$ cat config.mk
export PLATFORM = sky130hd
export DESIGN_NAME = rcc_out_fifo
export DESIGN_NICKNAME = d
export VERILOG_FILES = /design/src/design/rcc_pkg.sv /design/src/design/rcc_out_fifo.sv
export VERILOG_INCLUDE_DIRS = /design/src /design/src/design
export SDC_FILE = /design/constraint.sdc
export NUM_CORES = 1
export LEC_CHECK = 0
export ABC_AREA = 1
export ABC_CLOCK_PERIOD_IN_PS = 4120
export BUFFER_PORTS_ARGS = -buffer_cell sky130_fd_sc_hd__buf_2
export CAP_MARGIN = 40
export CORE_AREA = 2 2 222 180
export DETAILED_ROUTE_END_ITERATION = 7
export DIE_AREA = 0 0 224 182
export PLACE_DENSITY_LB_ADDON = 0.2
export SYNTH_ARGS = -nofsm -noshare
export SYNTH_HDL_FRONTEND = slang
export SYNTH_SLANG_ARGS = --single-unit
$ cat constraint.sdc
create_clock -name clk -period 4.12 [get_ports clk]
set_input_delay 0 -clock clk [delete_from_list [all_inputs] [get_ports clk]]
set_output_delay 0 -clock clk [all_outputs]
set_load 0.05 [all_outputs]
$ cat src/design/assert_macros.svh
// Assertion macros shared by the filter modules.
`ifndef ASSERT_MACROS_SVH
`define ASSERT_MACROS_SVH
`ifndef SYNTHESIS
`define RCC_ASSERT_IMPL(label, clk, rst_n, ante, cons) \
    label: assert property (@(posedge clk) disable iff (!rst_n) (ante) |-> (cons)) \
        else $error("implication check failed");
`define RCC_ASSERT_NEVER(label, clk, rst_n, expr) \
    label: assert property (@(posedge clk) disable iff (!rst_n) !(expr)) \
        else $error("forbidden condition seen");
`else
`define RCC_ASSERT_IMPL(label, clk, rst_n, ante, cons)
`define RCC_ASSERT_NEVER(label, clk, rst_n, expr)
`endif
`endif

$ cat src/design/rcc_pkg.sv
// Types, constants and helpers of the 3x3 RGB convolution filter.
package rcc_pkg;

    localparam int MAX_WIDTH_DEFAULT = 2048;

    localparam int DIM_W  = 12;
    localparam int KROW_W = 24;
    localparam int PIX_W  = 24;
    localparam int CH_W   = 8;
    localparam int COL_W  = 11;
    localparam int ROW_W  = 12;
    localparam int IDX_W  = 3;
    localparam int PROD_W = 17;
    localparam int SUM_W  = 20;

    localparam int MIN_DIM  = 3;
    localparam int PIX_MAX  = 255;
    localparam int OUT_DEPTH = 8;

    localparam logic [DIM_W-1:0]  FRAME_WIDTH_RST  = 12'd640;
    localparam logic [DIM_W-1:0]  FRAME_HEIGHT_RST = 12'd480;
    localparam logic [KROW_W-1:0] KROW_TOP_RST     = 24'd0;
    localparam logic [KROW_W-1:0] KROW_MIDDLE_RST  = 24'd256;
    localparam logic [KROW_W-1:0] KROW_BOTTOM_RST  = 24'd0;

    localparam logic [IDX_W-1:0] REG_FRAME_WIDTH  = 3'd0;
    localparam logic [IDX_W-1:0] REG_FRAME_HEIGHT = 3'd1;
    localparam logic [IDX_W-1:0] REG_KROW_TOP     = 3'd2;
    localparam logic [IDX_W-1:0] REG_KROW_MIDDLE  = 3'd3;
    localparam logic [IDX_W-1:0] REG_KROW_BOTTOM  = 3'd4;

    typedef logic [PIX_W-1:0] pixel_t;

    typedef struct packed {
        logic             emit;
        logic [COL_W-1:0] centre_column;
        logic [ROW_W-1:0] centre_row;
        logic             last;
    } pos_t;

    typedef struct packed {
        pixel_t upper;
        pixel_t lower;
        pixel_t cur;
    } col_t;

    typedef struct packed {
        logic [CH_W-1:0]  red;
        logic [CH_W-1:0]  green;
        logic [CH_W-1:0]  blue;
        logic [COL_W-1:0] centre_column;
        logic [ROW_W-1:0] centre_row;
        logic             last;
    } res_t;

    // signed coefficient sel of a kernel row, left one in the low byte
    function automatic logic signed [CH_W-1:0] coef(logic [KROW_W-1:0] row, logic [1:0] sel);
        logic signed [CH_W-1:0] c;
        c = $signed(row[CH_W*sel +: CH_W]);
        return c;
    endfunction

    // channel sel of a packed pixel, red in the low byte
    function automatic logic [CH_W-1:0] chan(pixel_t px, logic [1:0] sel);
        logic [CH_W-1:0] v;
        v = px[CH_W*sel +: CH_W];
        return v;
    endfunction

    function automatic logic [CH_W-1:0] clamp(logic signed [SUM_W-1:0] v);
        logic [CH_W-1:0] r;
        if (v < 0)
        begin
            r = '0;
        end
        else if (v > SUM_W'(PIX_MAX))
        begin
            r = CH_W'(PIX_MAX);
        end
        else
        begin
            r = v[CH_W-1:0];
        end
        return r;
    endfunction

endpackage

$ cat src/design/rcc_out_fifo.sv
// Result queue with a credit count covering every request still in the pipeline.
`include "assert_macros.svh"

module rcc_out_fifo (
    input  logic          clk,
    input  logic          rst_n,
    input  logic          acc,
    input  logic          push,
    input  logic          drop,
    input  rcc_pkg::res_t wdata,
    input  logic          res_stall,
    output logic          res_valid,
    output rcc_pkg::res_t rdata,
    output logic          full
);

    localparam int DEPTH = rcc_pkg::OUT_DEPTH;
    localparam int PW    = $clog2(DEPTH);
    localparam int TW    = $clog2(DEPTH + 1);

    rcc_pkg::res_t q_reg [DEPTH];
    logic [PW:0]   wr_ptr_reg, rd_ptr_reg;
    logic [TW-1:0] tok_reg, tok_next;
    logic [PW:0]   occ;
    logic          pop;

    always_comb
    begin
        occ       = wr_ptr_reg - rd_ptr_reg;
        res_valid = (occ != '0);
        pop       = res_valid && !res_stall;
        rdata     = q_reg[rd_ptr_reg[PW-1:0]];
        tok_next  = tok_reg + TW'(acc) - TW'(drop) - TW'(pop);
        full      = (tok_reg == TW'(DEPTH));
    end

    always_ff @(posedge clk)
    begin
        if (push)
        begin
            q_reg[wr_ptr_reg[PW-1:0]] <= wdata;
        end
    end

    always_ff @(posedge clk or negedge rst_n)
    begin
        if (!rst_n)
        begin
            wr_ptr_reg <= '0;
            rd_ptr_reg <= '0;
            tok_reg    <= '0;
        end
        else
        begin
            if (push)
            begin
                wr_ptr_reg <= wr_ptr_reg + (PW+1)'(1);
            end
            if (pop)
            begin
                rd_ptr_reg <= rd_ptr_reg + (PW+1)'(1);
            end
            tok_reg <= tok_next;
        end
    end

    `RCC_ASSERT_NEVER(a_push_full, clk, rst_n, push && (occ == (PW+1)'(DEPTH)))
    `RCC_ASSERT_NEVER(a_credit_cover, clk, rst_n, TW'(occ) > tok_reg)

endmodule

==> impl_results.md, run 1 <==
* Status: finished clean
* P per Cell Area at 782 mW/mm2
* Ys async rst share at 3.03%
* TritonCTS clock tree: built
* DIE AREA at 0.0408 mm2
* Count leader, synth: edfxtp_1
* Max reg flops at 384
* Final instance area at 0.0183 mm2
* CP max FO at 22
* Post-DR wirelength/cell at 19.3 um
* DR pass1 iterations at 5
* Fraction of layout cells with a size suffix above 1 at 14.4%
* Number of synthesized flops with an enable pin at 384
* Area contributors post-synth: edfxtp_1 74%, nor2_1 4.8%, nand2_1 4.2%
* Worst skew pair latency at 0.53 ns
* CTS Buf Count at 40
* FP Rows at 65
* Clk pin slew, worst setup/hold paths at 0.06 ns
* Placer Congestion at 0.741
* Leak pwr at 0.00644 uW
* Area delta synth->final at 17.3%
* Largest net degree at the start of global routing at 197
* R2R Path End: tok_reg[3]$_DFF_PN0_
* CP max stage cell: dlygate4sd3_1
* Flop2flop setup slack at 0.38 ns
* Global-route wire length before repair at 54900 um
* CP cell instances: inv_2 -> ha_1 -> nand2_1 -> nand2_1 -> nand3_1 -> nand2_1 -> nand2_1 -> nand2_1 -> fa_1 -> dlygate4sd3_1 -> ha_1 -> ha_1 -> inv_1 -> fa_1 -> xnor2_1
* Fin nets at 1396
* Tmin final at 3.74 ns
* Final period utilization at 90.9%
* Dominant cell type by area after synthesis: edfxtp_1
* Fmax at 0.267 GHz
* Core box area at 0.0388 mm2
* Avg Inst Size Synth at 13.2 um2
* Post-Syn Area at 0.0156 mm2
* Mapped Nets at 1248
* Cell repeated most along the worst path: nand2_1
* Via count at 9497
* Synth Flop Type: edfxtp_1
* Port Buffers at 103
* Crit path kind: reg -> reg
* Post-CTS Repair Setup Buffers at 0
* R2R Path Start: rd_ptr_reg[1]$_DFFE_PN0P_
* MaxCap Viol Count at 0
* Final setup skew at 0.0150 ns
* Unique masters post-synth at 24
* DP Area at 0.0167 mm2
* Worst path bufs/invs at 3
* Final Max Slew Viols at 0
* H-tree levels at 2
* ANT cells at 0
* Mapped Cells at 1183
* Critical path arrival at 4.17 ns
* Hold path start: push
* Vias per cell at 5.11
* Final Hold Viols at 0
* VDD IR-drop max at 0.607 mV
* Remaining global-route overflow at 0
* Post-Route WL at 35800 um
* Global router's overall resource usage at 17.6%
* Hold Path End: wr_ptr_reg[0]$_DFFE_PN0P_
* CP endpoint kind: flip-flop
* Initial DRC count at 646
* CTS Buffer Depth at 3
* Synth cell count leaders: 384 x edfxtp_1, 198 x nor2_1, 175 x nand2_1, 117 x o21ai_0, 96 x o22ai_1
* Top-area cell type share of the netlist area at 73.8%
* Die height at 182 um
* Data required, critical path at 4.54 ns
* TNS Setup at 0 ns
* Hold Path Class: in -> reg
* Vias in the first global route at 9200
* Die W at 224 um
* Largest stage delay, worst path at 0.55 ns
* Routed Antenna Nets at 0
* Clk sinks at 396
* Startpoint Class: flip-flop
* Reg2reg path depth at 15
* Register area share after synthesis at 75.7%
* Unrepaired setup endpoints after global routing: false
* Initial Utilization at 40.3%
* Residual DRC at 0
* Ys Warns at 0
* Hold path depth at 3
* Final setup fails at 0
* Root buffer cell: clkbuf_16
* Initial antenna violation count at 1
* Post-synthesis register bit count at 396
* IO Count at 104
* Hpwl dp at 17600 um
* Worst slew margin at 42.6%
* Delay-heaviest family, CP: adder cells
* Actual slew at the worst max-slew pin at 0.860 ns
-- through the flow --
stage               hold slack (ns)  utilization, %  setup WS (ns)  cells  power (uW)
global route                  0.279            47.3          0.110   1857       15200
global placement            -0.0932            42.7          0.947   1734       11100
finish                        0.274            47.3          0.377   1857       14300
detailed placement          -0.0916            42.9          0.916   1737       11200
CTS                           0.253            47.3          0.435   1857       14500
floorplan                    -0.296               -          0.464   1183        9720
-- layout by cell type (no fill, tap or decap), types with 8 or more instances in the layout --
master	netlist	final
buf_2	18	103
buf_4	12	16
clkbuf_1	24	8
clkbuf_16	0	41
clkinv_1	0	8
dfrtp_1	12	9
dlygate4sd3_1	0	54
edfxtp_1	384	384
ha_1	9	9
inv_1	19	18
nand2_1	175	175
nor2_1	198	190
nor2_4	0	8
o21ai_0	117	117
o21ai_1	76	76
o22ai_1	96	96
-- power by group --
part,switching (uW),internal [uW],total [uW]
combinational,4420,1460,5870
sequential,141,5070,5210
clock,1440,1810,3250
total,6000,8340,14300
-- layout make-up --
type	instances	area, um2
clock buffer	49	1060
clock inverter	17	82.6
fill	3426	20500
inverter	21	83.8
multi-input combinational	692	3300
sequential	396	11800
tap	502	628
timing repair buffer	180	1340
-- what timing repair did --
| action | in CTS | in global routing |
|---|---|---|
| resized for setup | 0 | 0 |
| hold buffers | 54 | 0 |
| hold endpoints to repair | 404 | 0 |
-- tightest hold or removal path, delay by kind of cell --
family | cells | cell delay, ns
buf+inv | 2 | 0.69
xor+xnor | 1 | 0.08
-- per-layer routing --
layer / routed length [um] / vias up / global-route usage, % / share of wire (%)
met4: 530 / 2 / 3.87 / 1.5
met1: 16700 / 4639 / 25.2 / 47
li1: - / 4599 / - / -
met5: 13 / - / 0 / 0.036
met2: 16700 / 208 / 28.3 / 47
met3: 1800 / 49 / 3.09 / 5.0
-- cells by family (layout without fill, tap and decap cells) --
| logic type | Yosys count | count (layout) | share of synthesized area, % |
|---|---|---|---|
| simple gates | 386 | 386 | 9.42 |
| compound gates | 289 | 289 | 10.0 |
| xor+xnor | 6 | 6 | 0.336 |
| fa+ha+maj | 11 | 11 | 0.977 |
| flops | 396 | 396 | 75.7 |
| buf+inv | 95 | 267 | 3.55 |
-- worst max-delay path by stage --
| stage | cells after the start | from | slack [ns] | end |
|---|---|---|---|---|
| 4_1_cts | 15 | rd_ptr_reg[1]$_DFFE_PN0P_ | 0.44 | tok_reg[3]$_DFF_PN0_ |
| 5_1_grt | 16 | rd_ptr_reg[1]$_DFFE_PN0P_ | 0.11 | tok_reg[2]$_DFF_PN0_ |
| 6_report | 15 | rd_ptr_reg[1]$_DFFE_PN0P_ | 0.38 | tok_reg[3]$_DFF_PN0_ |
| 3_5_place_dp | 16 | rd_ptr_reg[1]$_DFFE_PN0P_ | 0.92 | tok_reg[3]$_DFF_PN0_ |
| 2_1_floorplan | 17 | rd_ptr_reg[2]$_DFFE_PN0P_ | 0.46 | tok_reg[3]$_DFF_PN0_ |
| 3_3_place_gp | 16 | rd_ptr_reg[1]$_DFFE_PN0P_ | 0.95 | tok_reg[3]$_DFF_PN0_ |
No activity file was read; power rests on OpenSTA's default activity.
==> run 2, diff against run 1 <==
--- a/config.mk
+++ b/config.mk
@@ -6,14 +6,14 @@
 export SDC_FILE = /design/constraint.sdc
 export NUM_CORES = 1
 export LEC_CHECK = 0
-export ABC_AREA = 1
 export ABC_CLOCK_PERIOD_IN_PS = 4120
 export BUFFER_PORTS_ARGS = -buffer_cell sky130_fd_sc_hd__buf_2
 export CAP_MARGIN = 40
-export CORE_AREA = 2 2 222 180
+export CORE_AREA = 2 2 218 177
 export DETAILED_ROUTE_END_ITERATION = 7
-export DIE_AREA = 0 0 224 182
+export DIE_AREA = 0 0 220 179
 export PLACE_DENSITY_LB_ADDON = 0.2
+export REMOVE_ABC_BUFFERS = 1
 export SYNTH_ARGS = -nofsm -noshare
 export SYNTH_HDL_FRONTEND = slang
 export SYNTH_SLANG_ARGS = --single-unit
==> run 2 against run 1 <==
Compared with the run above:
- clock skew is 0.0063 ns lower
- maximum frequency is 1.3% higher
- flip-flop and latch count stayed put
- count of clock-buffer cells in the layout is 2 higher
- sequential share of layout area is 0.56 points higher
- clock power is 5% higher
- final area is 0.83% lower
- combinational power is 11% lower
- cell count is 23% lower
- non-clock buffer count is 1 lower
- power is 3.1% lower
- synthesized area is 3.0% lower
- largest cell class unchanged
- largest power group unchanged
- highest routed layer unchanged
==> impl_results.md, run 2 <==
* Post-Syn Area at 0.0152 mm2
* Largest net degree at the start of global routing at 51
* Unrepaired setup endpoints after global routing: false
* Pwr Total at 13900 uW
* Global router's overall resource usage at 16.0%
* TritonCTS clock tree: built
* Fmax at 0.271 GHz
* Hpwl dp at 16200 um
* Final Max Slew Viols at 0
* Routed Antenna Nets at 0
* Tmin final at 3.70 ns
* Post-CTS Repair Setup Buffers at 0
* Top-area cell type share of the netlist area at 76.1%
* Fraction of layout cells with a size suffix above 1 at 30.1%
* Ys Warns at 0
* Startpoint Class: flip-flop
* Hold Worst Slack at 0.276 ns
* Mapped Cells at 731
* Actual slew at the worst max-slew pin at 0.838 ns
* Initial antenna violation count at 1
* MaxCap Viol Count at 0
* Hold Path End: wr_ptr_reg[0]$_DFFE_PN0P_
* Switching power of the nets at 5060 uW
* CP max FO at 7
* Crit path launch: wr_ptr_reg[0]$_DFFE_PN0P_
* Critical path arrival at 4.11 ns
* Part of the power in registers at 37.7%
* ANT cells at 0
* Final Hold Viols at 0
* Fin nets at 985
* Via count at 7267
* CP endpoint kind: flip-flop
* Final setup skew at 0.00865 ns
* Hold path start: push
* Die height at 179 um
* Area delta synth->final at 20.0%
* Synth cell count leaders: 384 x edfxtp_1, 151 x nand2_1, 96 x mux4_2, 18 x clkbuf_1, 12 x dfrtp_1
* CP max stage cell: dlygate4sd3_1
* Hold Path Class: in -> reg
* CTS resizes at 0
* Power Internal at 8820 uW
* Fin cells at 1439
* CTS Buf Count at 40
* Post-Route WL at 30600 um
* Synth Flop Type: edfxtp_1
* Core box area at 0.0375 mm2
* Data required, critical path at 4.53 ns
* Vias per cell at 5.05
* Worst slew margin at 44.1%
* Max reg flops at 384
* Residual DRC at 0
* DR pass1 iterations at 4
* Vias in the first global route at 7567
* Flop2flop setup slack at 0.42 ns
* Die W at 220 um
* Commonest non-fill, non-tap cell in the layout: edfxtp_1
* Initial DRC count at 500
* Worst skew pair latency at 0.53 ns
* Post-layout util at 48.5%
* Fillers at 3089
* Status: finished clean
* Clk sinks at 396
* R2R Path End: tok_reg[3]$_DFF_PN0_
* CP cell instances: inv_1 -> ha_1 -> nor2b_1 -> xnor2_1 -> nor2_1 -> a21oi_1 -> inv_1 -> fa_1 -> dlygate4sd3_1 -> ha_1 -> ha_1 -> inv_1 -> fa_1 -> xnor2_1
* Hold path depth at 3
* Placer Congestion at 0.693
* Post-synthesis register bit count at 396
* Dominant cell type by area after synthesis: edfxtp_1
* Post-placement cell count at 1319
* Reg2reg path depth at 14
* Final period utilization at 89.7%
* Avg Inst Size Synth at 20.7 um2
* Crit path kind: reg -> reg
* VDD IR-drop max at 0.421 mV
* Area contributors post-synth: edfxtp_1 76%, mux4_2 14%, nand2_1 3.7%
* Global-route wire length before repair at 45900 um
* Largest stage delay, worst path at 0.55 ns
* Register area share after synthesis at 78.1%
* DIE AREA at 0.0394 mm2
* Root buffer cell: clkbuf_16
* Unique masters post-synth at 25
* Leak pwr at 0.00627 uW
* Final setup fails at 0
* Clock power frac at 24.5%
* Switching part of the total at 36.5%
* H-tree levels at 2
* Remaining global-route overflow at 0
* Most frequent cells in the layout: 384 x edfxtp_1, 151 x nand2_1, 103 x buf_2
* CTS Buffer Depth at 3
* Number of synthesized flops with an enable pin at 384
* Port Buffers at 103
* FP Rows at 64
* Ys async rst share at 3.03%
* Count leader, synth: edfxtp_1
* Initial Utilization at 40.4%
* Combinational share of power at 37.8%
* IO Count at 104
* R2R Path Start: wr_ptr_reg[0]$_DFFE_PN0P_
* P per Cell Area at 764 mW/mm2
* Clk pin slew, worst setup/hold paths at 0.06 ns
* Post-DR wirelength/cell at 21.2 um
==> run 2: kinds of logic after synthesis <==
group,count (synthesis),share of synthesized area [%]
adder cells (fa/ha/maj),11,1.01
AND/OR/NAND/NOR,169,4.38
buffers and inverters,43,1.40
flip-flops,396,78.1
XOR/XNOR,10,0.578
multiplexers,98,14.4
AO/OA/AOI/OAI,4,0.157
==> run 2: final cells by class <==
class,count,area (um2),share of cell area (%)
inverter,11,41.3,0.227
clock inverter,15,141,0.778
timing repair buffer,179,1310,7.19
tap,495,619,3.41
clock buffer,51,1060,5.85
multi-input combinational,292,3170,17.4
sequential,396,11800,65.1
==> run 2: metrics by stage <==
stage / area (um2) / setup TNS (ns) / setup slack, ns
floorplan: 15000 / -69.38 / -2.29
global placement: 16300 / 0 / 0.843
detailed placement: 16400 / 0 / 0.884
CTS: 18200 / 0 / 0.373
global route: 18200 / 0 / 0.191
finish: 18200 / 0 / 0.425
==> run 2: per-layer routing <==
| layer | vias up | wire [um] | track usage [%] |
|---|---|---|---|
| met3 | 41 | 1420 | 3.17 |
| met4 | 2 | 474 | 3.75 |
| met1 | 3794 | 14000 | 22.4 |
| met2 | 158 | 14700 | 26.0 |
| li1 | 3272 | - | - |
| met5 | - | 13 | 0 |
==> run 2: worst max-delay path by stage <==
stage / slack [ns] / cells past startpoint / end
floorplan: -2.29 / 14 / tok_reg[3]$_DFF_PN0_
CTS: 0.37 / 14 / tok_reg[3]$_DFF_PN0_
global route: 0.19 / 14 / tok_reg[3]$_DFF_PN0_
detailed placement: 0.88 / 15 / tok_reg[3]$_DFF_PN0_
global placement: 0.84 / 6 / rdata[17]
finish: 0.42 / 14 / tok_reg[3]$_DFF_PN0_
==> run 2: worst max-delay path, delay by kind of cell, from the launching register on <==
kind            cells  cell delay (ns)
compound gates      1             0.32
simple gates        2             0.24
flops               1             0.50
xor+xnor            2             0.30
fa+ha+maj           5             1.39
buf+inv             4             0.81
==> run 2: power groups by stage <==
stage / sequential, uW / combinational (uW) / clock, uW
floorplan: 5680 / 3680 / 0
global placement: 5310 / 5230 / 0
detailed placement: 5320 / 5340 / 0
CTS: 5240 / 5400 / 3500
global route: 5280 / 5670 / 3650
finish: 5230 / 5250 / 3400
==> run 2: what timing repair did <==
| action | in CTS | in global routing |
|---|---|---|
| hold endpoints to repair | 404 | 0 |
| hold buffers | 54 | 0 |
| endpoints found under the setup margin | 0 | 0 |
