`src/design/assert_macros.svh`:
```
// Assertion macros shared by the filter modules.
`ifndef ASSERT_MACROS_SVH
`define ASSERT_MACROS_SVH
`ifndef SYNTHESIS
`define RCC_ASSERT_IMPL(label, clk, rst_n, ante, cons) \
    label: assert property (@(posedge clk) disable iff (!rst_n) (ante) |-> (cons)) \
        else $error("implication check failed");
`define RCC_ASSERT_NEVER(label, clk, rst_n, expr) \
    label: assert property (@(posedge clk) disable iff (!rst_n) !(expr)) \
        else $error("forbidden condition seen");
`else
`define RCC_ASSERT_IMPL(label, clk, rst_n, ante, cons)
`define RCC_ASSERT_NEVER(label, clk, rst_n, expr)
`endif
`endif

```
`src/design/rcc_pkg.sv`:
```
// Types, constants and helpers of the 3x3 RGB convolution filter.
package rcc_pkg;

    localparam int MAX_WIDTH_DEFAULT = 2048;

    localparam int DIM_W  = 12;
    localparam int KROW_W = 24;
    localparam int PIX_W  = 24;
    localparam int CH_W   = 8;
    localparam int COL_W  = 11;
    localparam int ROW_W  = 12;
    localparam int IDX_W  = 3;
    localparam int PROD_W = 17;
    localparam int SUM_W  = 20;

    localparam int MIN_DIM  = 3;
    localparam int PIX_MAX  = 255;
    localparam int OUT_DEPTH = 8;

    localparam logic [DIM_W-1:0]  FRAME_WIDTH_RST  = 12'd640;
    localparam logic [DIM_W-1:0]  FRAME_HEIGHT_RST = 12'd480;
    localparam logic [KROW_W-1:0] KROW_TOP_RST     = 24'd0;
    localparam logic [KROW_W-1:0] KROW_MIDDLE_RST  = 24'd256;
    localparam logic [KROW_W-1:0] KROW_BOTTOM_RST  = 24'd0;

    localparam logic [IDX_W-1:0] REG_FRAME_WIDTH  = 3'd0;
    localparam logic [IDX_W-1:0] REG_FRAME_HEIGHT = 3'd1;
    localparam logic [IDX_W-1:0] REG_KROW_TOP     = 3'd2;
    localparam logic [IDX_W-1:0] REG_KROW_MIDDLE  = 3'd3;
    localparam logic [IDX_W-1:0] REG_KROW_BOTTOM  = 3'd4;

    typedef logic [PIX_W-1:0] pixel_t;

    typedef struct packed {
        logic             emit;
        logic [COL_W-1:0] centre_column;
        logic [ROW_W-1:0] centre_row;
        logic             last;
    } pos_t;

    typedef struct packed {
        pixel_t upper;
        pixel_t lower;
        pixel_t cur;
    } col_t;

    typedef struct packed {
        logic [CH_W-1:0]  red;
        logic [CH_W-1:0]  green;
        logic [CH_W-1:0]  blue;
        logic [COL_W-1:0] centre_column;
        logic [ROW_W-1:0] centre_row;
        logic             last;
    } res_t;

    // signed coefficient sel of a kernel row, left one in the low byte
    function automatic logic signed [CH_W-1:0] coef(logic [KROW_W-1:0] row, logic [1:0] sel);
        logic signed [CH_W-1:0] c;
        c = $signed(row[CH_W*sel +: CH_W]);
        return c;
    endfunction

    // channel sel of a packed pixel, red in the low byte
    function automatic logic [CH_W-1:0] chan(pixel_t px, logic [1:0] sel);
        logic [CH_W-1:0] v;
        v = px[CH_W*sel +: CH_W];
        return v;
    endfunction

    function automatic logic [CH_W-1:0] clamp(logic signed [SUM_W-1:0] v);
        logic [CH_W-1:0] r;
        if (v < 0)
        begin
            r = '0;
        end
        else if (v > SUM_W'(PIX_MAX))
        begin
            r = CH_W'(PIX_MAX);
        end
        else
        begin
            r = v[CH_W-1:0];
        end
        return r;
    endfunction

endpackage

```
`src/design/rcc_scan.sv`:
```
// Raster position tracking: column and row counters, border and frame end flags.
module rcc_scan #(
    parameter int MAX_WIDTH = rcc_pkg::MAX_WIDTH_DEFAULT
) (
    input  logic                           clk,
    input  logic                           rst_n,
    input  logic                           acc,
    input  logic                           frame_start,
    input  logic [rcc_pkg::DIM_W-1:0]      frame_width,
    input  logic [rcc_pkg::DIM_W-1:0]      frame_height,
    output logic [$clog2(MAX_WIDTH)-1:0]   rd_idx,
    output rcc_pkg::pos_t                  pos
);

    localparam int CW = $clog2(MAX_WIDTH);
    localparam int WW = (CW + 1 > rcc_pkg::DIM_W) ? CW + 1 : rcc_pkg::DIM_W;
    localparam int HW = rcc_pkg::ROW_W + 1;

    logic [CW-1:0]             col_reg, col_next;
    logic [rcc_pkg::ROW_W-1:0] row_reg, row_next;

    logic [CW-1:0]             x;
    logic [rcc_pkg::ROW_W-1:0] y;
    logic [WW-1:0]             fw_ext, w_eff, x_ext, x_inc;
    logic [rcc_pkg::DIM_W-1:0] h_eff;
    logic [HW-1:0]             y_inc;

    always_comb
    begin
        x      = frame_start ? '0 : col_reg;
        y      = frame_start ? '0 : row_reg;
        fw_ext = WW'(frame_width);
        if (fw_ext > WW'(MAX_WIDTH))
        begin
            w_eff = WW'(MAX_WIDTH);
        end
        else if (fw_ext < WW'(rcc_pkg::MIN_DIM))
        begin
            w_eff = WW'(rcc_pkg::MIN_DIM);
        end
        else
        begin
            w_eff = fw_ext;
        end
        h_eff = (frame_height < rcc_pkg::DIM_W'(rcc_pkg::MIN_DIM)) ?
                rcc_pkg::DIM_W'(rcc_pkg::MIN_DIM) : frame_height;

        x_ext = WW'(x);
        x_inc = x_ext + WW'(1);
        y_inc = HW'(y) + HW'(1);

        if (x_inc >= w_eff)
        begin
            col_next = '0;
            row_next = (y_inc >= HW'(h_eff)) ? '0 : y_inc[rcc_pkg::ROW_W-1:0];
        end
        else
        begin
            col_next = x_inc[CW-1:0];
            row_next = y;
        end

        rd_idx            = x;
        pos.emit          = (x_ext >= WW'(2)) && (y >= rcc_pkg::ROW_W'(2));
        pos.centre_column = x_inc[rcc_pkg::COL_W-1:0] - rcc_pkg::COL_W'(2);
        pos.centre_row    = y - rcc_pkg::ROW_W'(1);
        pos.last          = (x_ext == w_eff - WW'(1)) &&
                            (y == h_eff - rcc_pkg::DIM_W'(1));
    end

    always_ff @(posedge clk or negedge rst_n)
    begin
        if (!rst_n)
        begin
            col_reg <= '0;
            row_reg <= '0;
        end
        else if (acc)
        begin
            col_reg <= col_next;
            row_reg <= row_next;
        end
    end

endmodule

```
`config.mk`:
```
export PLATFORM = sky130hd
export DESIGN_NAME = rcc_scan
export DESIGN_NICKNAME = d
export VERILOG_FILES = /design/src/design/assert_macros.svh /design/src/design/rcc_pkg.sv /design/src/design/rcc_scan.sv
export SDC_FILE = /design/constraint.sdc
export NUM_CORES = 1
export LEC_CHECK = 0
export ABC_AREA = 0
export BUFFER_PORTS_ARGS = -buffer_cell sky130_fd_sc_hd__buf_2
export CORE_AREA = 2 2 102 104
export CTS_CLUSTER_DIAMETER = 100
export CTS_CLUSTER_SIZE = 20
export DETAILED_ROUTE_END_ITERATION = 7
export DIE_AREA = 0 0 104 106
export PLACE_DENSITY_LB_ADDON = 0.3
export SLEW_MARGIN = 20
export SYNTH_ARGS = -nofsm -noshare
export SYNTH_HDL_FRONTEND = slang
export SYNTH_SLANG_ARGS = --single-unit
```
`constraint.sdc`:
```
create_clock -name clk -period 10.8 [get_ports clk]
set_clock_uncertainty 0.2 [all_clocks]
set_input_delay 2.16 -clock clk [delete_from_list [all_inputs] [get_ports clk]]
set_output_delay 2.16 -clock clk [all_outputs]
set_load 0.005 [all_outputs]
```
==> results of run 1 <==
## how the worst max path moves through the flow
| stage | endpoint | slack, ns |
|---|---|---|
| floorplan | pos[23] | 3.90 |
| global placement | pos[0] | 3.35 |
| detailed placement | pos[0] | 3.24 |
| CTS | pos[0] | 3.24 |
| global route | pos[0] | 2.94 |
| finish | pos[0] | 3.22 |
## power by group through the flow
| stage | sequential, W | clock, W | combinational, W |
|---|---|---|---|
| finish | 0.0000935 | 0.0000557 | 0.000122 |
| global route | 0.0000942 | 0.0000621 | 0.000138 |
| CTS | 0.0000935 | 0.0000588 | 0.000122 |
| detailed placement | 0.0000953 | 0 | 0.000122 |
| global placement | 0.0000950 | 0 | 0.000120 |
| floorplan | 0.0000931 | 0 | 0.0000786 |
## metal layers
metal  global-route usage (%)  up-vias
met5                        0        -
met4                     3.57        0
met3                     2.27       17
met2                     32.7      114
met1                     24.1     1665
li1                         -     1750
## kinds of logic after synthesis
| logic type | after synthesis | synth area share (%) |
|---|---|---|
| simple gates | 196 | 30.3 |
| compound gates | 94 | 17.6 |
| buf+inv | 60 | 7.31 |
| xor+xnor | 55 | 14.5 |
| fa+ha+maj | 32 | 11.8 |
| flops | 23 | 16.9 |
| mux | 5 | 1.58 |
## through the flow
step | total power, W | hold slack [ns] | util (%) | setup WS (ns) | instances
floorplan | 0.000172 | 0.301 | - | 3.90 | 465
global placement | 0.000215 | 0.343 | 38.0 | 3.35 | 646
detailed placement | 0.000217 | 0.339 | 38.0 | 3.24 | 646
CTS | 0.000275 | 0.370 | 38.5 | 3.24 | 650
global route | 0.000294 | 0.401 | 38.5 | 2.94 | 650
finish | 0.000271 | 0.372 | 38.5 | 3.22 | 650
## critical path, cell delays in order
cell and delay (ns):
buf_2 0.14, nor4_1 0.69, nand2_1 0.16, nor3_1 0.20, o21ai_0 0.15, ha_1 0.29, o21ai_0 0.22, xnor2_1 0.19
nand3_1 0.11, a2111oi_0 0.38, and3_2 0.24, and4b_1 0.19, buf_2 0.11
## synth_stat cells (6+ instances only)
| cell | instances |
|---|---|
| nor2b_1 | 8 |
| o21ai_0 | 37 |
| nand2_1 | 32 |
| nand4_1 | 10 |
| nand3_1 | 26 |
| clkbuf_1 | 12 |
| nand2b_1 | 15 |
| ha_1 | 32 |
| xnor2_1 | 41 |
| nor4_1 | 6 |
| nor2_1 | 42 |
| xor2_1 | 13 |
| inv_1 | 42 |
| a21oi_1 | 14 |
| nor3_1 | 20 |
| dfrtp_1 | 23 |
| a211oi_1 | 6 |
| and3_1 | 14 |
## layout make-up
| class | count | area, um2 | share of cell area, % |
|---|---|---|---|
| clock buffers | 4 | 45.0 | 1.17 |
| multi-input cells | 382 | 2580 | 67.1 |
| repair buffers | 63 | 315 | 8.20 |
| well taps | 136 | 170 | 4.43 |
| inverters | 42 | 158 | 4.10 |
| flip-flops and latches | 23 | 576 | 15.0 |
==> reports/results.env, run 1 <==
CHIPWIDTH_UM=104
SLEW_VIOLATIONS=0
TOP_CELLS_BY_AREA_SYNTH='dfrtp_1, ha_1, xnor2_1, o21ai_0, inv_1'
CTSLONGESTPATHBUFFERS=2
DR_WL_MET2_UM=4840
IOS=64
DETAIL-ROUTE-ANTENNA-NETS=0
GRT_OVERFLOW=0
WORST_EP_ARRIVAL_TIME_NS=5.22
GLOBAL_ROUTE.USAGE.TOTAL_PCT=18.4
GRT_FIRST_PASS_WIRELENGTH_UM=16900
TIMING.REG2REG.WORST_PATH_DEPTH=15
CORE_AREA_UM2=10000
SYNTH.YOSYS.WARNINGS=0
MAX_H_TREE_LEVEL=1
DR.PASS1.ITERS=5
CAP_VIOLATIONS=0
SETUP_VIOL=0
DRIVE_GT1_SHARE_PCT=15.0
FINALHOLDVIOLCOUNT=0
DRT_FIRST_ITER_VIOLATIONS=228
NETLIST-CELL-TYPE-COUNT=57
CRIT_TYPE='in -> out'
YS_DOMINANT_REG_CELL='dfrtp_1'
YOSYS.AREA.TOP_TYPE='dfrtp_1'
SYNTH-SEQ-CELLS=23
POSTLAYOUTCELLAREA_UM2=3840
TOTAL_SWITCHING_POWER_W=0.000101
UNREPAIRED_SETUP_ENDPOINTS_AFTER_GLOBAL_ROUTING='no'
LAYOUT_COMMON_CELLS='buf_2, inv_1, nor2_1'
FINALCRITICALPERIOD_NS=7.58
TOTALWIRELENGTH_UM=10100
HOLD_CLASS='reg -> reg'
AREA_DELTA_SYNTH_FINAL_PCT=12.9
WORST_SLEW_MARGIN_REL_PCT=46.1
YOSYSSEQAREASHARE_PCT=16.9
TIMING_WORST_SLEW_PIN_VALUE_NS=0.801
PWR-SHARE-SEQ_PCT=34.5
LARGEST_REGISTER_FFS=12
COMMONEST_NON_FILL_NON_TAP_CELL_IN_THE_LAYOUT='buf_2'
ANTENNA-DIODE-COUNT=0
CLOCK_PIN_SLEW_WORST_SETUP_AND_HOLD_PATHS_NS=0.09
P_LEAK_nW=1.82
SYNTH_FP_NETS=525
GRT_MAX_DEGREE=50
RUN_STATUS='finished, final reports clean'
CRITICAL_PATH.STARTPOINT='frame_width[7]'
DIE_HEIGHT_UM=106
PLACE.DETAILED.HPWL_UM=8220
ROUTE.DETAILED.WL_PER_INST_UM=15.6
R2R_SETUP_SLACK_NS=5.90
DETAIL_ROUTE.DRC_VIOLATIONS=0
NUMPORTBUFFERS=63
CTS.REPAIR_TIMING.SETUP_BUFFER_COUNT=0
POST_SYNTH_INSTANCE_AREA_UM2=3410
CTS-ROOT-BUF='clkbuf_8'
FINALNETCOUNT=575
ROUTED_VIA_DENSITY=5.46
DIE-AREA_UM2=11000
COUNT_OF_FLIP_FLOPS_WITH_A_BUILT_IN_ENABLE_AFTER_SYNTHESIS=0
STARTPOINT_TYPE='input port'
CTS_MADE_BUFFERS=3
HIGHEST-SIGNAL-LAYER='met4'
INTERNAL_POWER_W=0.000170
PATH_MAX_FANOUT=7
ROUTED-VIA-COUNT=3546
POWER_FRAC_CLOCK_PCT=20.5
TNS_NS=0
CLOCK.FMAX_MHz=132
REGTOREGENDPOINT='row_reg[5]'
HOLD_PATH_END='row_reg[8]'
SYNTH_TOP_AREA_SHARE_PCT=16.9
POWER.IR.VDD_WORST_mV=0.0373
SWSHARE_PCT=37.4
POSTCTSRESIZEDCELLS=0
TIMING.HOLD.WORST_PATH_DEPTH=1
GP_CONGESTION=0.881
CRITPATHREQUIREDTIME_NS=8.44
CTS_HOLD_BUFFERS=0
INITIAL_UTILIZATION_PCT=34.1
CLK_LATENCY_NS=0.27
CTS_NUM_SINKS=23
REG2REG_FROM='row_reg[1]'
NUMBER_OF_GLOBAL_ROUTE_VIAS_BEFORE_REPAIR=3431
SYN_AREA_PER_CELL_UM2=7.32
GRT_ANTENNA_BEFORE_REPAIR=0
DETAILED_PLACE.AREA_UM2=3800
WORSTHOLDSTART='row_reg[8]'
CRITICAL_PATH.ENDPOINT_TYPE='primary output'
MET3_WIRELENGTH_UM=546
TRITONCTS='done'
POWER.DENSITY_CELL_AREA_nW_PER_UM2=70.5
NFILLCELLS=1091
SYNTHESIS.INSTANCES=465
SYNTHARSTFLOPSHARE_PCT=100
SHARE_COMB_OF_TOTAL_POWER_PCT=45.0
ROUTEDLENGTHMET1_UM=4540
PLACEMENT_ROWS=37
FIN_CRIT_SH_PCT=70.2
Note: power is estimated with default switching activity, not from simulation.
==> inputs of run 2 (changes only) <==
==> constraint.sdc (replaced) <==
create_clock -name clk -period 7.7 [get_ports clk]
set_clock_uncertainty 0.2 [all_clocks]
set_input_delay 1.54 -clock clk [delete_from_list [all_inputs] [get_ports clk]]
set_output_delay 1.54 -clock clk [all_outputs]
set_load 0.005 [all_outputs]
==> reports/results.env, run 2 (same netlist as run 1, synthesis figures left out) <==
RUN_STATUS='finished, final reports clean'
FINALHOLDVIOLCOUNT=0  # unchanged
WORST_EP_ARRIVAL_TIME_NS=4.59  # -0.63 ns
CORE_AREA_UM2=10000  # unchanged
CHIPWIDTH_UM=104  # unchanged
FINALCRITICALPERIOD_NS=6.33
ANTENNA-DIODE-COUNT=0  # unchanged
STARTPOINT_TYPE='input port'
R2R_SETUP_SLACK_NS=3.11  # -2.79 ns
DRT_FIRST_ITER_VIOLATIONS=208  # -8.8%
CRITICAL_PATH.STARTPOINT='frame_width[7]'
GRT_OVERFLOW=0  # unchanged
REG2REG_FROM='row_reg[1]'
SHARE_COMB_OF_TOTAL_POWER_PCT=44.9  # about the same
SETUP_VIOL=0  # unchanged
ROUTED_VIA_DENSITY=5.43  # -0.38%
TIMING_WORST_SLEW_PIN_VALUE_NS=0.818  # +0.0171 ns
CLK_LATENCY_NS=0.27  # about the same
WORSTHOLDSTART='col_reg[5]'
CAP_VIOLATIONS=0  # unchanged
INITIAL_UTILIZATION_PCT=34.1  # unchanged
CLOCK.FMAX_MHz=158
MULTI_INPUT_AREA_UM2=2580  # unchanged
TRITONCTS='done'
DR.PASS1.ITERS=5  # unchanged
REGTOREGENDPOINT='row_reg[5]'
NUMPORTBUFFERS=63  # unchanged
PATH_MAX_FANOUT=7  # unchanged
CRITICAL_PATH.ENDPOINT_TYPE='primary output'
INTERNAL_POWER_W=0.000237  # +40%
MAX_H_TREE_LEVEL=1  # unchanged
P_LEAK_nW=1.83  # +0.41%
CTSLONGESTPATHBUFFERS=2  # unchanged
ROUTED-VIA-COUNT=3538  # -0.23%
TNS_NS=0  # unchanged
FF_LATCH_AREA_UM2=576  # unchanged
NUMPLACEDINSTANCES=647  # +0.15%
CRITPATHCAPTURE='pos[0]'
CTS_NUM_SINKS=23  # unchanged
POWER.DENSITY_CELL_AREA_nW_PER_UM2=98.7  # +40%
FIN_CRIT_SH_PCT=82.2
NUMBER_OF_GLOBAL_ROUTE_VIAS_BEFORE_REPAIR=3394  # -1.1%
TOTALWIRELENGTH_UM=10200  # +0.34%
PWR-SHARE-SEQ_PCT=34.4  # about the same
IOS=64  # unchanged
CRIT_FAMILY='simple AND/OR/NAND/NOR gates'
COMMONEST_NON_FILL_NON_TAP_CELL_IN_THE_LAYOUT='buf_2'
ROUTE.DETAILED.WL_PER_INST_UM=15.6  # +0.19%
FINALNETCOUNT=576  # +0.17%
WORST_SLEW_MARGIN_REL_PCT=44.9  # -1.1 points
DIE-AREA_UM2=11000  # unchanged
PLACE.DETAILED.HPWL_UM=8280  # +0.70%
CTS_MADE_BUFFERS=3  # unchanged
NFILLCELLS=1087  # -0.37%
PLACEMENT_ROWS=37  # unchanged
CRIT_TYPE='in -> out'
CTS.REPAIR_TIMING.SETUP_BUFFER_COUNT=0  # unchanged
GP_CONGESTION=0.927  # +5.2%
CP_NUM_CELLS=13  # unchanged
BUFFERS_INVERTERS_ON_CRITICAL_PATH=2  # unchanged
PATH_CELLS='buf_2, nor4_1, nand2_1, nor3_1, o21ai_0, ha_1, o21ai_0, xnor2_1, nand3_1, a2111oi_0, and3_2, and4b_1, buf_2'
LARGEST_REGISTER_FFS=12  # unchanged
SLEW_VIOLATIONS=0  # unchanged
POWER_FRAC_CLOCK_PCT=20.7  # +0.2 points
TOTAL_SWITCHING_POWER_W=0.000143  # +41%
DIE_HEIGHT_UM=106  # unchanged
GRT_ANTENNA_BEFORE_REPAIR=0  # unchanged
FINAL_INSTANCE_COUNT_EXCL_FILLERS=651  # +0.15%
HOLD_CLASS='reg -> reg'
GLOBAL_ROUTE.USAGE.TOTAL_PCT=18.6  # +0.23 points
POWER.IR.VDD_WORST_mV=0.0503  # +35%
WORST_PATH_MAX_DELAY_CELL='nor4_1'
POSTCTSRESIZEDCELLS=0  # unchanged
GRT_FIRST_PASS_WIRELENGTH_UM=16900  # +0.20%
DETAIL-ROUTE-ANTENNA-NETS=0  # unchanged
CLOCK_PIN_SLEW_WORST_SETUP_AND_HOLD_PATHS_NS=0.09  # about the same
TIMING.REG2REG.WORST_PATH_DEPTH=15  # unchanged
UNREPAIRED_SETUP_ENDPOINTS_AFTER_GLOBAL_ROUTING='no'
DETAIL_ROUTE.DRC_VIOLATIONS=0  # unchanged
LAYOUT_COMMON_CELLS='buf_2, inv_1, nor2_1'
CRITPATHREQUIREDTIME_NS=5.96  # -2.48 ns
AREA_DELTA_SYNTH_FINAL_PCT=13.2
GRT_MAX_DEGREE=37  # -26%
CTS_HOLD_BUFFERS=0  # unchanged
DRIVE_GT1_SHARE_PCT=15.3  # +0.36 points
MAX_INCR_DELAY_ON_CP_NS=0.67  # -0.02 ns
SWSHARE_PCT=37.7  # +0.25 points
CTS-ROOT-BUF='clkbuf_8'
## run 2: changes by cell type in the layout (fill, tap and decap cells not counted)
cell and delta:
clkbuf_1 -1, buf_4 +1, clkinv_2 +1
## run 2: metal layers
| metal | vias to the layer above | track usage (%) | share of wire [%] |
|---|---|---|---|
| met5 | - | 0 | 0 |
| met4 | 0 | 4.44 | 2.2 |
| met3 | 18 | 2.76 | 6.3 |
| met2 | 130 | 32.4 | 47 |
| met1 | 1638 | 24.4 | 45 |
| li1 | 1752 | - | - |
## run 2: stage by stage
stage	total power (W)	cell area [um2]	hold WS [ns]	utilization [%]	setup WS (ns)
after floorplan	0.000241	3410	0.301	-	1.98
after global placement	0.000302	3810	0.356	38.1	1.49
after detailed placement	0.000304	3810	0.356	38.1	1.40
after CTS	0.000384	3850	0.382	38.5	1.39
after global routing	0.000412	3850	0.427	38.5	0.917
final	0.000380	3850	0.376	38.5	1.37
## run 2: area by class of cell
class | instances | area share (%)
clock buffer | 3 | 1.07
clock inverter | 1 | 0.130
inverter | 42 | 4.09
multi-input combinational | 382 | 67.0
sequential | 23 | 14.9
tap | 136 | 4.42
timing repair buffer | 64 | 8.38
## run 2: power groups by stage
stage	logic (W)	registers, W	clock network (W)
global route	0.000193	0.000132	0.0000871
floorplan	0.000110	0.000131	0
finish	0.000171	0.000131	0.0000789
detailed placement	0.000171	0.000133	0
global placement	0.000168	0.000133	0
CTS	0.000172	0.000131	0.0000809
## run 2: worst min path at each step
| stage | end | slack, ns | cells after the start |
|---|---|---|---|
| 2_1_floorplan | row_reg[8] | 0.30 | 1 |
| 3_3_place_gp | col_reg[5] | 0.36 | 2 |
| 3_5_place_dp | row_reg[8] | 0.36 | 1 |
| 4_1_cts | row_reg[8] | 0.38 | 1 |
| 5_1_grt | col_reg[5] | 0.43 | 2 |
| 6_report | col_reg[5] | 0.38 | 2 |
## run 2: worst min-delay path, cell delays in order, from the launching register on
cell and delay [ns]:
dfrtp_1 0.40, inv_1 0.06, o21ai_0 0.07
==> inputs of run 3 (changes only) <==
==> constraint.sdc (replaced) <==
create_clock -name clk -period 5.8 [get_ports clk]
set_clock_uncertainty 0.2 [all_clocks]
set_input_delay 1.16 -clock clk [delete_from_list [all_inputs] [get_ports clk]]
set_output_delay 1.16 -clock clk [all_outputs]
set_load 0.005 [all_outputs]
==> reports/results.env, run 3 (same netlist as run 1, synthesis figures left out) <==
RUN_STATUS='finished, final reports clean'
FINALHOLDVIOLCOUNT=0  # unchanged
FINALNETCOUNT=585  # +1.6%
CTS_MADE_BUFFERS=3  # unchanged
MAX_INCR_DELAY_ON_CP_NS=0.37  # -0.30 ns
WORST_EP_ARRIVAL_TIME_NS=3.93  # -0.66 ns
CRITPATHREQUIREDTIME_NS=4.44  # -1.52 ns
CAP_VIOLATIONS=0  # unchanged
WORST_PATH_MAX_DELAY_CELL='a2111oi_0'
DRIVE_GT1_SHARE_PCT=16.6  # +1.3 points
CRITICAL_PATH.ENDPOINT_TYPE='primary output'
ROUTE.DETAILED.WL_PER_INST_UM=15.8  # +1.3%
FIN_CRIT_SH_PCT=91.2
STARTPOINT_TYPE='input port'
TOTALWIRELENGTH_UM=10500  # +2.7%
DETAIL-ROUTE-ANTENNA-NETS=0  # unchanged
WORST_SLEW_MARGIN_REL_PCT=56.6  # +12 points
AREA_DELTA_SYNTH_FINAL_PCT=15.1
P_TOTAL_W=0.000512  # +35%
FF_LATCH_AREA_UM2=576  # unchanged
CORE_AREA_UM2=10000  # unchanged
POSTCTSRESIZEDCELLS=0  # unchanged
SETUP_VIOL=0  # unchanged
INITIAL_UTILIZATION_PCT=34.1  # unchanged
POWER.IR.VDD_WORST_mV=0.0967  # +92%
CRIT_TYPE='in -> out'
GP_CONGESTION=0.967  # +4.3%
DR_WL_MET2_UM=4940  # +3.3%
GRT_MAX_DEGREE=34  # -8.1%
TIMING_WORST_SLEW_PIN_VALUE_NS=0.644  # -0.174 ns
PATH_MAX_FANOUT=7  # unchanged
CTS_NUM_SINKS=23  # unchanged
GRT_OVERFLOW=0  # unchanged
GRT_FIRST_PASS_WIRELENGTH_UM=17200  # +1.7%
LARGEST_REGISTER_FFS=12  # unchanged
IOS=64  # unchanged
TNS_NS=0  # unchanged
FINALCRITICALPERIOD_NS=5.29
HOLD_CLASS='reg -> reg'
CTSLONGESTPATHBUFFERS=2  # unchanged
MULTI_INPUT_AREA_UM2=2580  # unchanged
DRT_FIRST_ITER_VIOLATIONS=236  # +13%
DETAIL_ROUTE.DRC_VIOLATIONS=0  # unchanged
PATH_CELLS='buf_2, nor4_1, buf_4, nand2_1, nor3_1, o21ai_0, ha_1, o21ai_0, xnor2_1, nand3_1, a2111oi_0, and3_2, and4b_1, buf_2'
TRITONCTS='done'
TIMING.REG2REG.WORST_PATH_DEPTH=16  # +1
MET3_WIRELENGTH_UM=732  # +15%
NUMPORTBUFFERS=63  # unchanged
ROUTED_VIA_DENSITY=5.48  # +0.87%
PLACEMENT_ROWS=37  # unchanged
SLEW_VIOLATIONS=0  # unchanged
DIE-AREA_UM2=11000  # unchanged
CLOCK.FMAX_MHz=189
P_LEAK_nW=1.87  # +2.4%
ROUTED-VIA-COUNT=3618  # +2.3%
CLK_LATENCY_NS=0.28  # about the same
MAX_H_TREE_LEVEL=1  # unchanged
CTS-ROOT-BUF='clkbuf_8'
GLOBAL_ROUTE.USAGE.TOTAL_PCT=18.9  # +0.30 points
CTS_HOLD_BUFFERS=0  # unchanged
CTS.REPAIR_TIMING.SETUP_BUFFER_COUNT=0  # unchanged
DIE_HEIGHT_UM=106  # unchanged
DR.PASS1.ITERS=4  # -1
GRT_ANTENNA_BEFORE_REPAIR=0  # unchanged
ANTENNA-DIODE-COUNT=0  # unchanged
NUMBER_OF_GLOBAL_ROUTE_VIAS_BEFORE_REPAIR=3464  # +2.1%
CLOCK_PIN_SLEW_WORST_SETUP_AND_HOLD_PATHS_NS=0.08  # about the same
ROUTEDLENGTHMET1_UM=4460  # -1.7%
HIGHEST-SIGNAL-LAYER='met4'
NFILLCELLS=1063  # -2.2%
TIMING.HOLD.WORST_PATH_DEPTH=2  # unchanged
COMMONEST_NON_FILL_NON_TAP_CELL_IN_THE_LAYOUT='buf_2'
PLACE.DETAILED.HPWL_UM=8730  # +5.4%
POWER.DENSITY_CELL_AREA_nW_PER_UM2=131  # +32%
LAYOUT_COMMON_CELLS='buf_2, inv_1, nor2_1'
UNREPAIRED_SETUP_ENDPOINTS_AFTER_GLOBAL_ROUTING='no'
CHIPWIDTH_UM=104  # unchanged
[run 3: cell types whose count changed in the layout (fill, tap and decap cells not counted)]
cell      previous run  this run
buf_4                1        10
clkinv_2             1         0
clkbuf_1             0         1
[run 3: through the flow]
stage          hold slack, ns  cell area (um2)  worst slack, ns  cells  utilization, %
6_report                0.367             3920            0.509    660            39.2
5_1_grt                 0.405             3920            0.222    660            39.2
4_1_cts                 0.368             3920            0.491    660            39.2
3_5_place_dp            0.345             3870            0.504    656            38.8
3_3_place_gp            0.338             3870            0.527    656            38.8
2_1_floorplan           0.301             3410            0.457    465               -
[run 3: cell type report]
class	instances	share of cell area, %
multi-input combinational	382	65.8
clock buffer	4	1.15
timing repair buffer	73	9.96
tap	136	4.34
inverter	42	4.02
sequential	23	14.7
[run 3: routing by layer]
metal / GRT usage, % / vias up
met5: 0 / -
met4: 6.47 / 0
met3: 2.82 / 26
met2: 32.7 / 137
met1: 24.2 / 1694
li1: - / 1761
[run 3: where the power goes]
group	leakage (nW)	internal, W	switching, W
Sequential	0.317	0.000165	0.00000914
Clock	0.0228	0.0000492	0.0000563
Combinational	1.53	0.000104	0.000128
[run 3: critical path, delay by kind of cell]
kind / cells / cell delay, ns
simple gates: 6 / 1.04
buf+inv: 3 / 0.44
xor+xnor: 1 / 0.18
fa+ha+maj: 1 / 0.32
compound gates: 3 / 0.79
[run 3: worst paths after layout]
kind	end	slack, ns	startpoint
max	pos[0]	0.51	frame_width[7]
min	col_reg[5]	0.37	col_reg[5]
max reg2reg	row_reg[5]	1.57	row_reg[0]
min reg2reg	col_reg[5]	0.37	col_reg[5]
max in group asynchronous	col_reg[6]	4.36	rst_n
min in group asynchronous	row_reg[3]	0.66	rst_n
